File: config.mk
export PLATFORM = sky130hd
export DESIGN_NAME = wchs_ctrl
export DESIGN_NICKNAME = d
export VERILOG_FILES = /design/src/hdl/wchs_pkg.sv /design/src/hdl/wchs_ctrl.sv
export SDC_FILE = /design/constraint.sdc
export NUM_CORES = 1
export LEC_CHECK = 0
export ABC_AREA = 1
export BUFFER_PORTS_ARGS = -buffer_cell sky130_fd_sc_hd__buf_2
export CAP_MARGIN = 15
export CORE_UTILIZATION = 42
export DETAILED_ROUTE_END_ITERATION = 12
export HOLD_SLACK_MARGIN = 0.06
export PLACE_DENSITY = 0.79
export SYNTH_ARGS = -nofsm -noshare
export SYNTH_HDL_FRONTEND = slang
export SYNTH_SLANG_ARGS = --single-unit
export TNS_END_PERCENT = 5
File: constraint.sdc
create_clock -name clk_i -period 1.6 [get_ports clk_i]
set_clock_uncertainty 0.2 [all_clocks]
set_input_delay 0.16 -clock clk_i [delete_from_list [all_inputs] [get_ports clk_i]]
set_output_delay 0.16 -clock clk_i [all_outputs]
set_load 0.1 [all_outputs]
File: src/hdl/wchs_pkg.sv
// Package: shared types, codes and constants of the wanted-content hash set.
`timescale 1ns / 1ps
`default_nettype none
package wchs_pkg;

  localparam int unsigned OwnerSlotsDef = 8;
  localparam int unsigned WantLimitDef  = 512;

  localparam int unsigned OwnerW    = 8;
  localparam int unsigned KeyW      = 32;
  localparam int unsigned HashRounds = 34;   // 32 hash bytes, size low, size high
  localparam int unsigned ByteRounds = 32;
  localparam int unsigned ModSteps   = 3;    // reciprocal multiply, back-subtract, correct
  localparam int unsigned RndW      = 6;

  localparam logic [KeyW-1:0] FnvBasis = 32'd2166136261;
  localparam logic [KeyW-1:0] FnvPrime = 32'd16777619;

  typedef enum logic [1:0] {
    KIND_ADD     = 2'd0,
    KIND_QUERY   = 2'd1,
    KIND_CLEAR   = 2'd2,
    KIND_RELEASE = 2'd3
  } kind_e;

  typedef enum logic [3:0] {
    ST_INIT,
    ST_IDLE,
    ST_RESOLVE,
    ST_HASH,
    ST_MOD,
    ST_QSLOT,
    ST_PROBE_RD,
    ST_PROBE_CMP,
    ST_SWEEP,
    ST_DONE
  } state_e;

  typedef struct packed {
    logic load;
    logic resolve;
    logic set_dropped;
    logic set_ovf;
    logic hash_step;
    logic mod_start;
    logic mod_step;
    logic probe_start;
    logic mem_rd;
    logic probe_adv;
    logic insert;
    logic set_wanted;
    logic q_start;
    logic q_next;
    logic sweep_start;
    logic sweep_wr;
    logic slot_clear;
    logic init_wr;
    logic out_load;
  } cmd_t;

  typedef struct packed {
    kind_e kind;
    logic  owner_nz;
    logic  found;
    logic  free_any;
    logic  sel_ovf;
    logic  sel_full;
    logic  hash_done;
    logic  mod_done;
    logic  q_owner_nz;
    logic  q_ovf;
    logic  q_last;
    logic  rd_empty;
    logic  rd_hit;
    logic  n_last;
    logic  sweep_last;
    logic  init_last;
    logic  out_free;
  } status_t;

endpackage
`default_nettype wire

File: src/hdl/wchs_ctrl.sv
// Controller: sequences hashing, probing, sweeping and result hand-off.
`timescale 1ns / 1ps
`default_nettype none
module wchs_ctrl (
  input  wire              clk_i,
  input  wire              rst_ni,
  input  wire              in_valid_i,
  output logic             in_ready_o,
  input  wchs_pkg::status_t st_i,
  output wchs_pkg::cmd_t    cmd_o
);

  wchs_pkg::state_e state_q, state_d;

  always_ff @(posedge clk_i or negedge rst_ni) begin
    if (!rst_ni) begin
      state_q <= wchs_pkg::ST_INIT;
    end else begin
      state_q <= state_d;
    end
  end

  always_comb begin
    state_d    = state_q;
    cmd_o      = '0;
    in_ready_o = 1'b0;
    unique case (state_q)
      wchs_pkg::ST_INIT: begin
        cmd_o.init_wr = 1'b1;
        if (st_i.init_last) state_d = wchs_pkg::ST_IDLE;
      end
      wchs_pkg::ST_IDLE: begin
        in_ready_o = 1'b1;
        if (in_valid_i) begin
          cmd_o.load = 1'b1;
          state_d    = wchs_pkg::ST_RESOLVE;
        end
      end
      wchs_pkg::ST_RESOLVE: begin
        cmd_o.resolve = 1'b1;
        unique case (st_i.kind)
          wchs_pkg::KIND_ADD: begin
            if (!st_i.owner_nz || (!st_i.found && !st_i.free_any)) begin
              cmd_o.set_dropped = 1'b1;
              state_d = wchs_pkg::ST_DONE;
            end else if (st_i.sel_ovf) begin
              state_d = wchs_pkg::ST_DONE;
            end else if (st_i.sel_full) begin
              cmd_o.set_ovf = 1'b1;
              state_d = wchs_pkg::ST_DONE;
            end else begin
              state_d = wchs_pkg::ST_HASH;
            end
          end
          wchs_pkg::KIND_QUERY: begin
            cmd_o.q_start = 1'b1;
            state_d = wchs_pkg::ST_HASH;
          end
          default: begin
            if (st_i.found) begin
              cmd_o.sweep_start = 1'b1;
              state_d = wchs_pkg::ST_SWEEP;
            end else begin
              state_d = wchs_pkg::ST_DONE;
            end
          end
        endcase
      end
      wchs_pkg::ST_HASH: begin
        if (st_i.hash_done) begin
          cmd_o.mod_start = 1'b1;
          state_d = wchs_pkg::ST_MOD;
        end else begin
          cmd_o.hash_step = 1'b1;
        end
      end
      wchs_pkg::ST_MOD: begin
        if (st_i.mod_done) begin
          if (st_i.kind == wchs_pkg::KIND_ADD) begin
            cmd_o.probe_start = 1'b1;
            state_d = wchs_pkg::ST_PROBE_RD;
          end else begin
            state_d = wchs_pkg::ST_QSLOT;
          end
        end else begin
          cmd_o.mod_step = 1'b1;
        end
      end
      wchs_pkg::ST_QSLOT: begin
        if (!st_i.q_owner_nz) begin
          if (st_i.q_last) state_d = wchs_pkg::ST_DONE;
          else cmd_o.q_next = 1'b1;
        end else if (st_i.q_ovf) begin
          cmd_o.set_wanted = 1'b1;
          state_d = wchs_pkg::ST_DONE;
        end else begin
          cmd_o.probe_start = 1'b1;
          state_d = wchs_pkg::ST_PROBE_RD;
        end
      end
      wchs_pkg::ST_PROBE_RD: begin
        cmd_o.mem_rd = 1'b1;
        state_d = wchs_pkg::ST_PROBE_CMP;
      end
      wchs_pkg::ST_PROBE_CMP: begin
        if (st_i.kind == wchs_pkg::KIND_ADD) begin
          if (st_i.rd_empty) begin
            cmd_o.insert = 1'b1;
            state_d = wchs_pkg::ST_DONE;
          end else if (st_i.rd_hit || st_i.n_last) begin
            state_d = wchs_pkg::ST_DONE;
          end else begin
            cmd_o.probe_adv = 1'b1;
            state_d = wchs_pkg::ST_PROBE_RD;
          end
        end else begin
          if (st_i.rd_hit && !st_i.rd_empty) begin
            cmd_o.set_wanted = 1'b1;
            state_d = wchs_pkg::ST_DONE;
          end else if (st_i.rd_empty || st_i.n_last) begin
            if (st_i.q_last) begin
              state_d = wchs_pkg::ST_DONE;
            end else begin
              cmd_o.q_next = 1'b1;
              state_d = wchs_pkg::ST_QSLOT;
            end
          end else begin
            cmd_o.probe_adv = 1'b1;
            state_d = wchs_pkg::ST_PROBE_RD;
          end
        end
      end
      wchs_pkg::ST_SWEEP: begin
        cmd_o.sweep_wr = 1'b1;
        if (st_i.sweep_last) begin
          cmd_o.slot_clear = 1'b1;
          state_d = wchs_pkg::ST_DONE;
        end
      end
      wchs_pkg::ST_DONE: begin
        if (st_i.out_free) begin
          cmd_o.out_load = 1'b1;
          state_d = wchs_pkg::ST_IDLE;
        end
      end
      default: state_d = wchs_pkg::ST_INIT;
    endcase
  end

endmodule
`default_nettype wire

==> metrics.txt, run 1 <==
area share of fa/ha/maj cells after synthesis=0%; Avg Inst Size Synth=about 4.7 um2; post-synthesis sequential area ratio=15.2%; stop err=[ERROR DPL-0033] detailed placement checks failed during check placement.; Compound-Gate Fraction of Synth Area=about 4.2%; Die W=roughly 42 um; Syn. warnings=0; Synthesized Nets=160; post-synthesis xor/xnor area fraction=0%; largest family of logic cells by synthesized area=simple AND/OR/NAND/NOR gates; Simple-Gate Fraction of Synth Area=between 60 and 70%; FF+latch count, synth=4; FP Rows=13; mapped cell area=approximately 660 um2; post-synthesis mux area share=0%; DIE HEIGHT=about 42 um; status=aborted with a tool error; Yosys cell types=13; failing step=3_5_place_dp; PortBufs=40; dpl hpwl=between 2000 and 3000 um; Initial Utilization=a little under half; I/O Pins=between 40 and 50; routability cong.=approximately 0.92; Synth Instances=139
==> synth_stat cells <==
cell type   n  area [um2]
nand2_1    50         188
inv_1      28         105
nor2_1     26        97.6
nand3_1    16        80.1
dfrtp_1     4         100
nor2_2      4        25.0
nor3_1      3        15.0
o21ai_0     3        15.0
a21oi_1     1        5.00
nand3b_1    1        7.51
nor4_1      1        6.26
o21a_1      1        7.51
or2_2       1        6.26
==> through the flow <==
| stage | TNS (ns) | cells |
|---|---|---|
| after global placement | -0.0309 | 202 |
| after floorplan | -5.16 | 139 |
==> logic make-up after synthesis <==
family                 count (synthesis)
AO/OA/AOI/OAI                          5
buffers and inverters                 28
flip-flops                             4
AND/OR/NAND/NOR                      102
==> run 2: changes to the inputs <==
CORE_AREA = 2 2 63 65   (was not set)
CORE_UTILIZATION = not set   (was 42)
DIE_AREA = 0 0 65 67   (was not set)
HOLD_SLACK_MARGIN = not set   (was 0.06)
PLACE_DENSITY = not set   (was 0.79)
PLACE_DENSITY_LB_ADDON = 0.15   (was not set)
==> run 2 against run 1 <==
The flow now finishes, with violations (setup timing). Synthesized area stayed put. Synthesized cell count stayed put.
==> metrics.txt, run 2 <==
status=finished, violations left; violated checks=setup timing; design area=about 1600 um2; Commonest cells post-synth=nand2_1, inv_1, nor2_1, nand3_1; Power Total=about 2300 uW; most numerous cell in the Yosys netlist=nand2_1; All-Layer GR Usage=about an eighth; CTS Buf Count=3; Setup Crit Path Kind=flop to output port; Post-DRT Antenna Nets=0; clk root buf=clkbuf_8; Crit. End Element=output port; Pwr per Cell Area=between 1000 and 1500 nW/um2; I/O Pins=41 (unchanged); max reg flops=4; CP bufs+invs=3; post-layout min period=1.80 ns; FF+latch count, synth=4 (unchanged); commonest non-fill, non-tap cell in the layout=nand2_1; Final Setup Violations=22; final net count=around 220; Worst path slowest cell=dfrtp_2; dominant cell type by area after synthesis=nand2_1; CTS Sinks=4; CTS tree=done; actual slew at the worst max-slew pin=approximately 0.38 ns; FMAX=~0.56 GHz; Hold WC Path Type=primary input to async pin; top post-synthesis cells by area=nand2_1, inv_1, dfrtp_1; Worst-Skew Late Latency=roughly 0.21 ns; most frequent cells in the layout=nand2_1, inv_1, buf_2, buf_12, nor2_1; WP data required=1.24 ns; Core ar.=roughly 3600 um2; Die ar.=between 4000 and 5000 um2; post-synthesis sequential area ratio=15.2% (unchanged); DR WL/cell=between 10 and 15 um; first-pass GRT wire length=roughly 4300 um; Yosys cell types=13 (unchanged); final worst setup slack=-0.198 ns; dpl hpwl=2230 um (-24%); gr ovfl total=0; RSZ-0062 raised after global routing=yes; FP Rows=22 (+9); Die W=65 um (+56%); M1 WL=roughly 1000 um; htree depth=1; fraction of synthesized cell area taken by the top area cell type=28.5% (unchanged); register bank with the most flops=state_q; vias in the first global route=roughly 1000; DIE HEIGHT=67 um (+61%); initial antenna violation count=0; Critical Path Source=state_q[3]; top flop regs=state_q: 4 flops; Worst-path clk slew=around 0.03 ns; CP cell instances=inv_4 -> nand2_4 -> nor2_4 -> buf_6 -> nand3_2 -> nand2_2 -> buf_12; mapped cell area=658 um2 (unchanged); Avg Inst Size Synth=4.73 um2 (unchanged); Worst Path Arrival=1.44 ns; Initial Utilization=18.3% (-29 points); r2r startpoint=state_q[3]; First DRT Iteration DRCs=32; post-CTS setup buffer count=0; fin util=~45%; Synthesized Nets=160 (unchanged); max-slew violation count=0; # DRC=0; drt total wl=between 2000 and 3000 um; Worst setup SP type=flop; slowest stage delay, CP=0.46 ns; Max clock buf depth=2; asr flop ratio synth=100% (unchanged); max layer used=met4; EDFF count, synth=0 (unchanged); total number of vias=1055; met2 wire len=~1500 um; worst IR drop on VDD=between 0.9 and 1 mV; met3 WL=approximately 140 um; max_cap viols=0; Post-DP Area=1460 um2; main flop type after synthesis=dfrtp_1; Syn. warnings=0 (unchanged); routability cong.=0.820 (-11%); drt first pass iters=4; synthesis-to-layout area growth=148%; Synth Instances=139 (unchanged); Fin. Hold Viols=0; PortBufs=40 (unchanged); Rel. slew slack=around three quarters; fin crit share=112%; Leak=0.000838 uW; CP max FO=4; layout cells sized above 1=a little over half; cell family with most CP delay=flip-flops; antenna diode count=0; pin count of the biggest net entering global routing=7; DR vias/cell=4.29
-- run 2: cell counts after synthesis --
No cell type changed its count.
-- run 2: per-layer routing --
| layer | vias to the layer above | GRT usage, % |
|---|---|---|
| met3 | 2 | 2.20 |
| li1 | 544 | - |
| met2 | 30 | 22.9 |
| met5 | - | 0 |
| met4 | 0 | 2.39 |
| met1 | 479 | 15.3 |
-- run 2: power by group --
part / switching, uW / leakage [uW] / internal (uW)
combinational: 1210 / 0.000770 / 673
clock: 48.9 / 0.0000216 / 160
sequential: 91.7 / 0.0000465 / 146
-- run 2: repair_timing --
| action | in CTS | in global routing |
|---|---|---|
| hold buffers | 1 | 0 |
| endpoints found under the setup margin | 21 | 24 |
| endpoints found under the hold margin | 4 | 0 |
| pin swaps | 1 | 6 |
| resized for setup | 28 | 13 |
-- run 2: layout make-up --
class,instances,area [um2]
fillers,349,1970
multi-input cells,107,677
repair buffers,56,638
inverters,28,114
flip-flops and latches,4,105
well taps,48,60.1
clock buffers,3,41.3
-- run 2: stage by stage --
stage / TNS, ns / std cells / setup WS [ns] / hold WS (ns)
4_1_cts: -2.56 / 246 / -0.188 / 0.0780
6_report: -2.67 / 246 / -0.198 / 0.0816
3_3_place_gp: -0.197 / 242 / -0.0718 / -0.234
3_5_place_dp: -0.0982 / 242 / -0.0304 / -0.231
2_1_floorplan: -5.16 / 139 / -0.423 / -0.336
5_1_grt: -4.10 / 246 / -0.247 / 0.0951
-- run 2: path summary, 6_finish.rpt --
path / to / slack, ns / cells after the start
worst max register to register: state_q[0] / -0.06 / 11
worst min-delay path: state_q[0] / 0.08 / 2
max in group asynchronous: state_q[1] / 0.99 / 2
worst max-delay path: cmd_o[7] / -0.20 / 7
worst min register to register: state_q[3] / 0.43 / 2
min in group clk_i: state_q[1] / 0.12 / 4
-- run 2: logic make-up (layout without fill, tap and decap cells) --
logic type	Yosys count	after routing	synth area share (%)
AOI/OAI and AO/OA	5	5	4.18
and+or+nand+nor	102	102	64.6
buffers and inverters	28	87	16.0
DFF	4	4	15.2
Note: power is estimated with default switching activity, not from simulation.
==> run 3: changes to the inputs <==
CTS_BUF_LIST = sky130_fd_sc_hd__clkbuf_4   (was not set)
SKIP_LAST_GASP = 1   (was not set)
==> run 3 against run 2 <==
Sequential share of layout area grew 0.33 points. Final area shrank 4.9%. Cell count is the same. The run still ends with setup timing left. Routed wire length is 2.6% lower. Utilization shrank 2.2 points. Flip-flop and latch count unchanged. Fmax down 0.40%. Critical path depth stayed put. Hold slack got worse by 0.016 ns. Combinational power fell by 4%. Die area did not move. Total power is 6.6% lower.
==> metrics.txt, run 3 (same netlist as run 2, synthesis figures left out) <==
Fin. Hold Viols=0 (unchanged); FP Rows=22 (unchanged); post-layout min period=1.81 ns (+0.00719 ns); r2r endpoint=state_q[0]; htree depth=1 (unchanged); Final Setup Violations=24 (+9.1%); post-CTS setup buffer count=0 (unchanged); Layout Cells excl Fill=246 (unchanged); commonest non-fill, non-tap cell in the layout=nand2_1; I/O Pins=41 (unchanged); initial antenna violation count=0 (unchanged); final worst setup slack=-0.205 ns (-0.00719 ns); Rel. slew slack=74.6% (+0.33 points); total number of vias=1012 (-4.1%); Hold WC Path Type=primary input to async pin; r2r startpoint=state_q[2]; Power Total=2180 uW (-6.6%); DR WL/cell=10.5 um (-2.6%); actual slew at the worst max-slew pin=0.380 ns (-0.00493 ns); Sum Neg Setup Slack=-3.22 ns (-0.547 ns); Die ar.=4360 um2 (unchanged); Worst path slowest cell=dfrtp_2; first-pass GRT wire length=4240 um (-1.6%); CP cell instances=inv_4 -> nand2_4 -> nor2_4 -> buf_4 -> nand3_1 -> nand2_2 -> buf_12; Worst Path Arrival=1.45 ns (about the same); DIE HEIGHT=67 um (unchanged); Core ar.=3610 um2 (unchanged); DR vias/cell=4.11 (-4.1%); Crit. End Element=output port; gr ovfl total=0 (unchanged); antenna diode count=0 (unchanged); CP bufs+invs=3 (unchanged); Leak=0.000813 uW (-3.0%); fin crit share=113% (+0.45 points); layout cells sized above 1=48.0% (-6.1 points); register bank with the most flops=state_q; FMAX=0.554 GHz (-0.40%); DP Cell Count=242 (unchanged); Worst-Skew Late Latency=0.23 ns (+0.02 ns); most frequent cells in the layout=nand2_1, inv_1, buf_2, buf_12; Filler cells=358 (+2.6%); First DRT Iteration DRCs=33 (+3.1%); Critical Path Source=state_q[3]; Reg area=105 um2 (unchanged); Pwr per Cell Area=1400 nW/um2 (-1.8%); top flop regs=state_q: 4 flops; pin count of the biggest net entering global routing=7 (unchanged); CTS tree=done; max-slew violation count=0 (unchanged); max reg flops=4 (unchanged); CP max FO=4 (unchanged); footprint of the multi-input gates=629 um2 (-7.0%); CTS Buf Count=3 (unchanged); RSZ-0062 raised after global routing=yes; status=finished, violations left; dpl hpwl=2230 um (unchanged); worst IR drop on VDD=0.720 mV (-24%); clk root buf=clkbuf_4; Initial Utilization=18.3% (unchanged); synthesis-to-layout area growth=136%; PortBufs=40 (unchanged); reg2reg setup slack=-0.05 ns (about the same); Die W=65 um (unchanged); cell family with most CP delay=flip-flops; Setup Crit Path Kind=flop to output port; dpl ws=-0.0304 ns (unchanged); slowest stage delay, CP=0.45 ns (about the same); drt total wl=2570 um (-2.6%); All-Layer GR Usage=12.3% (-0.21 points); routability cong.=0.820 (unchanged); Worst setup SP type=flop; drt first pass iters=4 (unchanged); fin util=43.1% (-2.2 points); Max clock buf depth=2 (unchanged); # DRC=0 (unchanged); vias in the first global route=1007 (+0.20%); CTS Sinks=4 (unchanged); violated checks=setup timing; final net count=221 (unchanged); Post-DRT Antenna Nets=0 (unchanged); max_cap viols=0 (unchanged); worst r2r path cells=9 (-2); Worst-path clk slew=0.04 ns (about the same); WP data required=1.24 ns (about the same)
run 3: cell counts in the layout (fill, tap and decap cells not counted):
No cell type changed its count.
run 3: layer usage:
metal / share of wire, % / up-vias / GRT usage [%] / wire length (um)
li1: - / 543 / - / -
met1: 41 / 447 / 14.7 / 1070
met2: 54 / 22 / 22.9 / 1390
met3: 4.4 / 0 / 2.20 / 112
met4: 0 / 0 / 2.39 / 0
met5: 0 / - / 0 / 0
run 3: how the worst max path moves through the flow:
stage | end | slack [ns] | cells past startpoint
after global placement | cmd_o[0] | -0.07 | 6
final | cmd_o[7] | -0.21 | 7
after floorplan | cmd_o[8] | -0.42 | 3
after global routing | cmd_o[0] | -0.27 | 6
after CTS | cmd_o[11] | -0.21 | 6
after detailed placement | cmd_o[15] | -0.03 | 4
run 3: metrics by stage:
step                      cell area (um2)  hold slack [ns]
final                                1560           0.0651
after global routing                 1560           0.0722
after CTS                            1540           0.0552
after detailed placement             1460           -0.231
after global placement               1460           -0.234
after floorplan                       783           -0.336
run 3: final cells by class:
class	instances	area share (%)
flip-flops and latches	4	6.76
well taps	48	3.86
clock buffers	3	1.45
multi-input cells	107	40.5
inverters	28	7.16
repair buffers	56	40.3
run 3: power breakdown:
part | internal, uW | switching (uW) | total [uW]
clock | 83.7 | 39.1 | 123
sequential | 146 | 88.7 | 235
combinational | 651 | 1170 | 1820
total | 881 | 1300 | 2180
run 3: repair_timing:
action | 4_1_cts | 5_1_grt
gates resized for setup | 16 | 6
setup endpoints to repair | 21 | 24
pin swaps | 1 | 2
cloned | 0 | 0
hold buffers | 1 | 0
hold endpoints to repair | 4 | 0
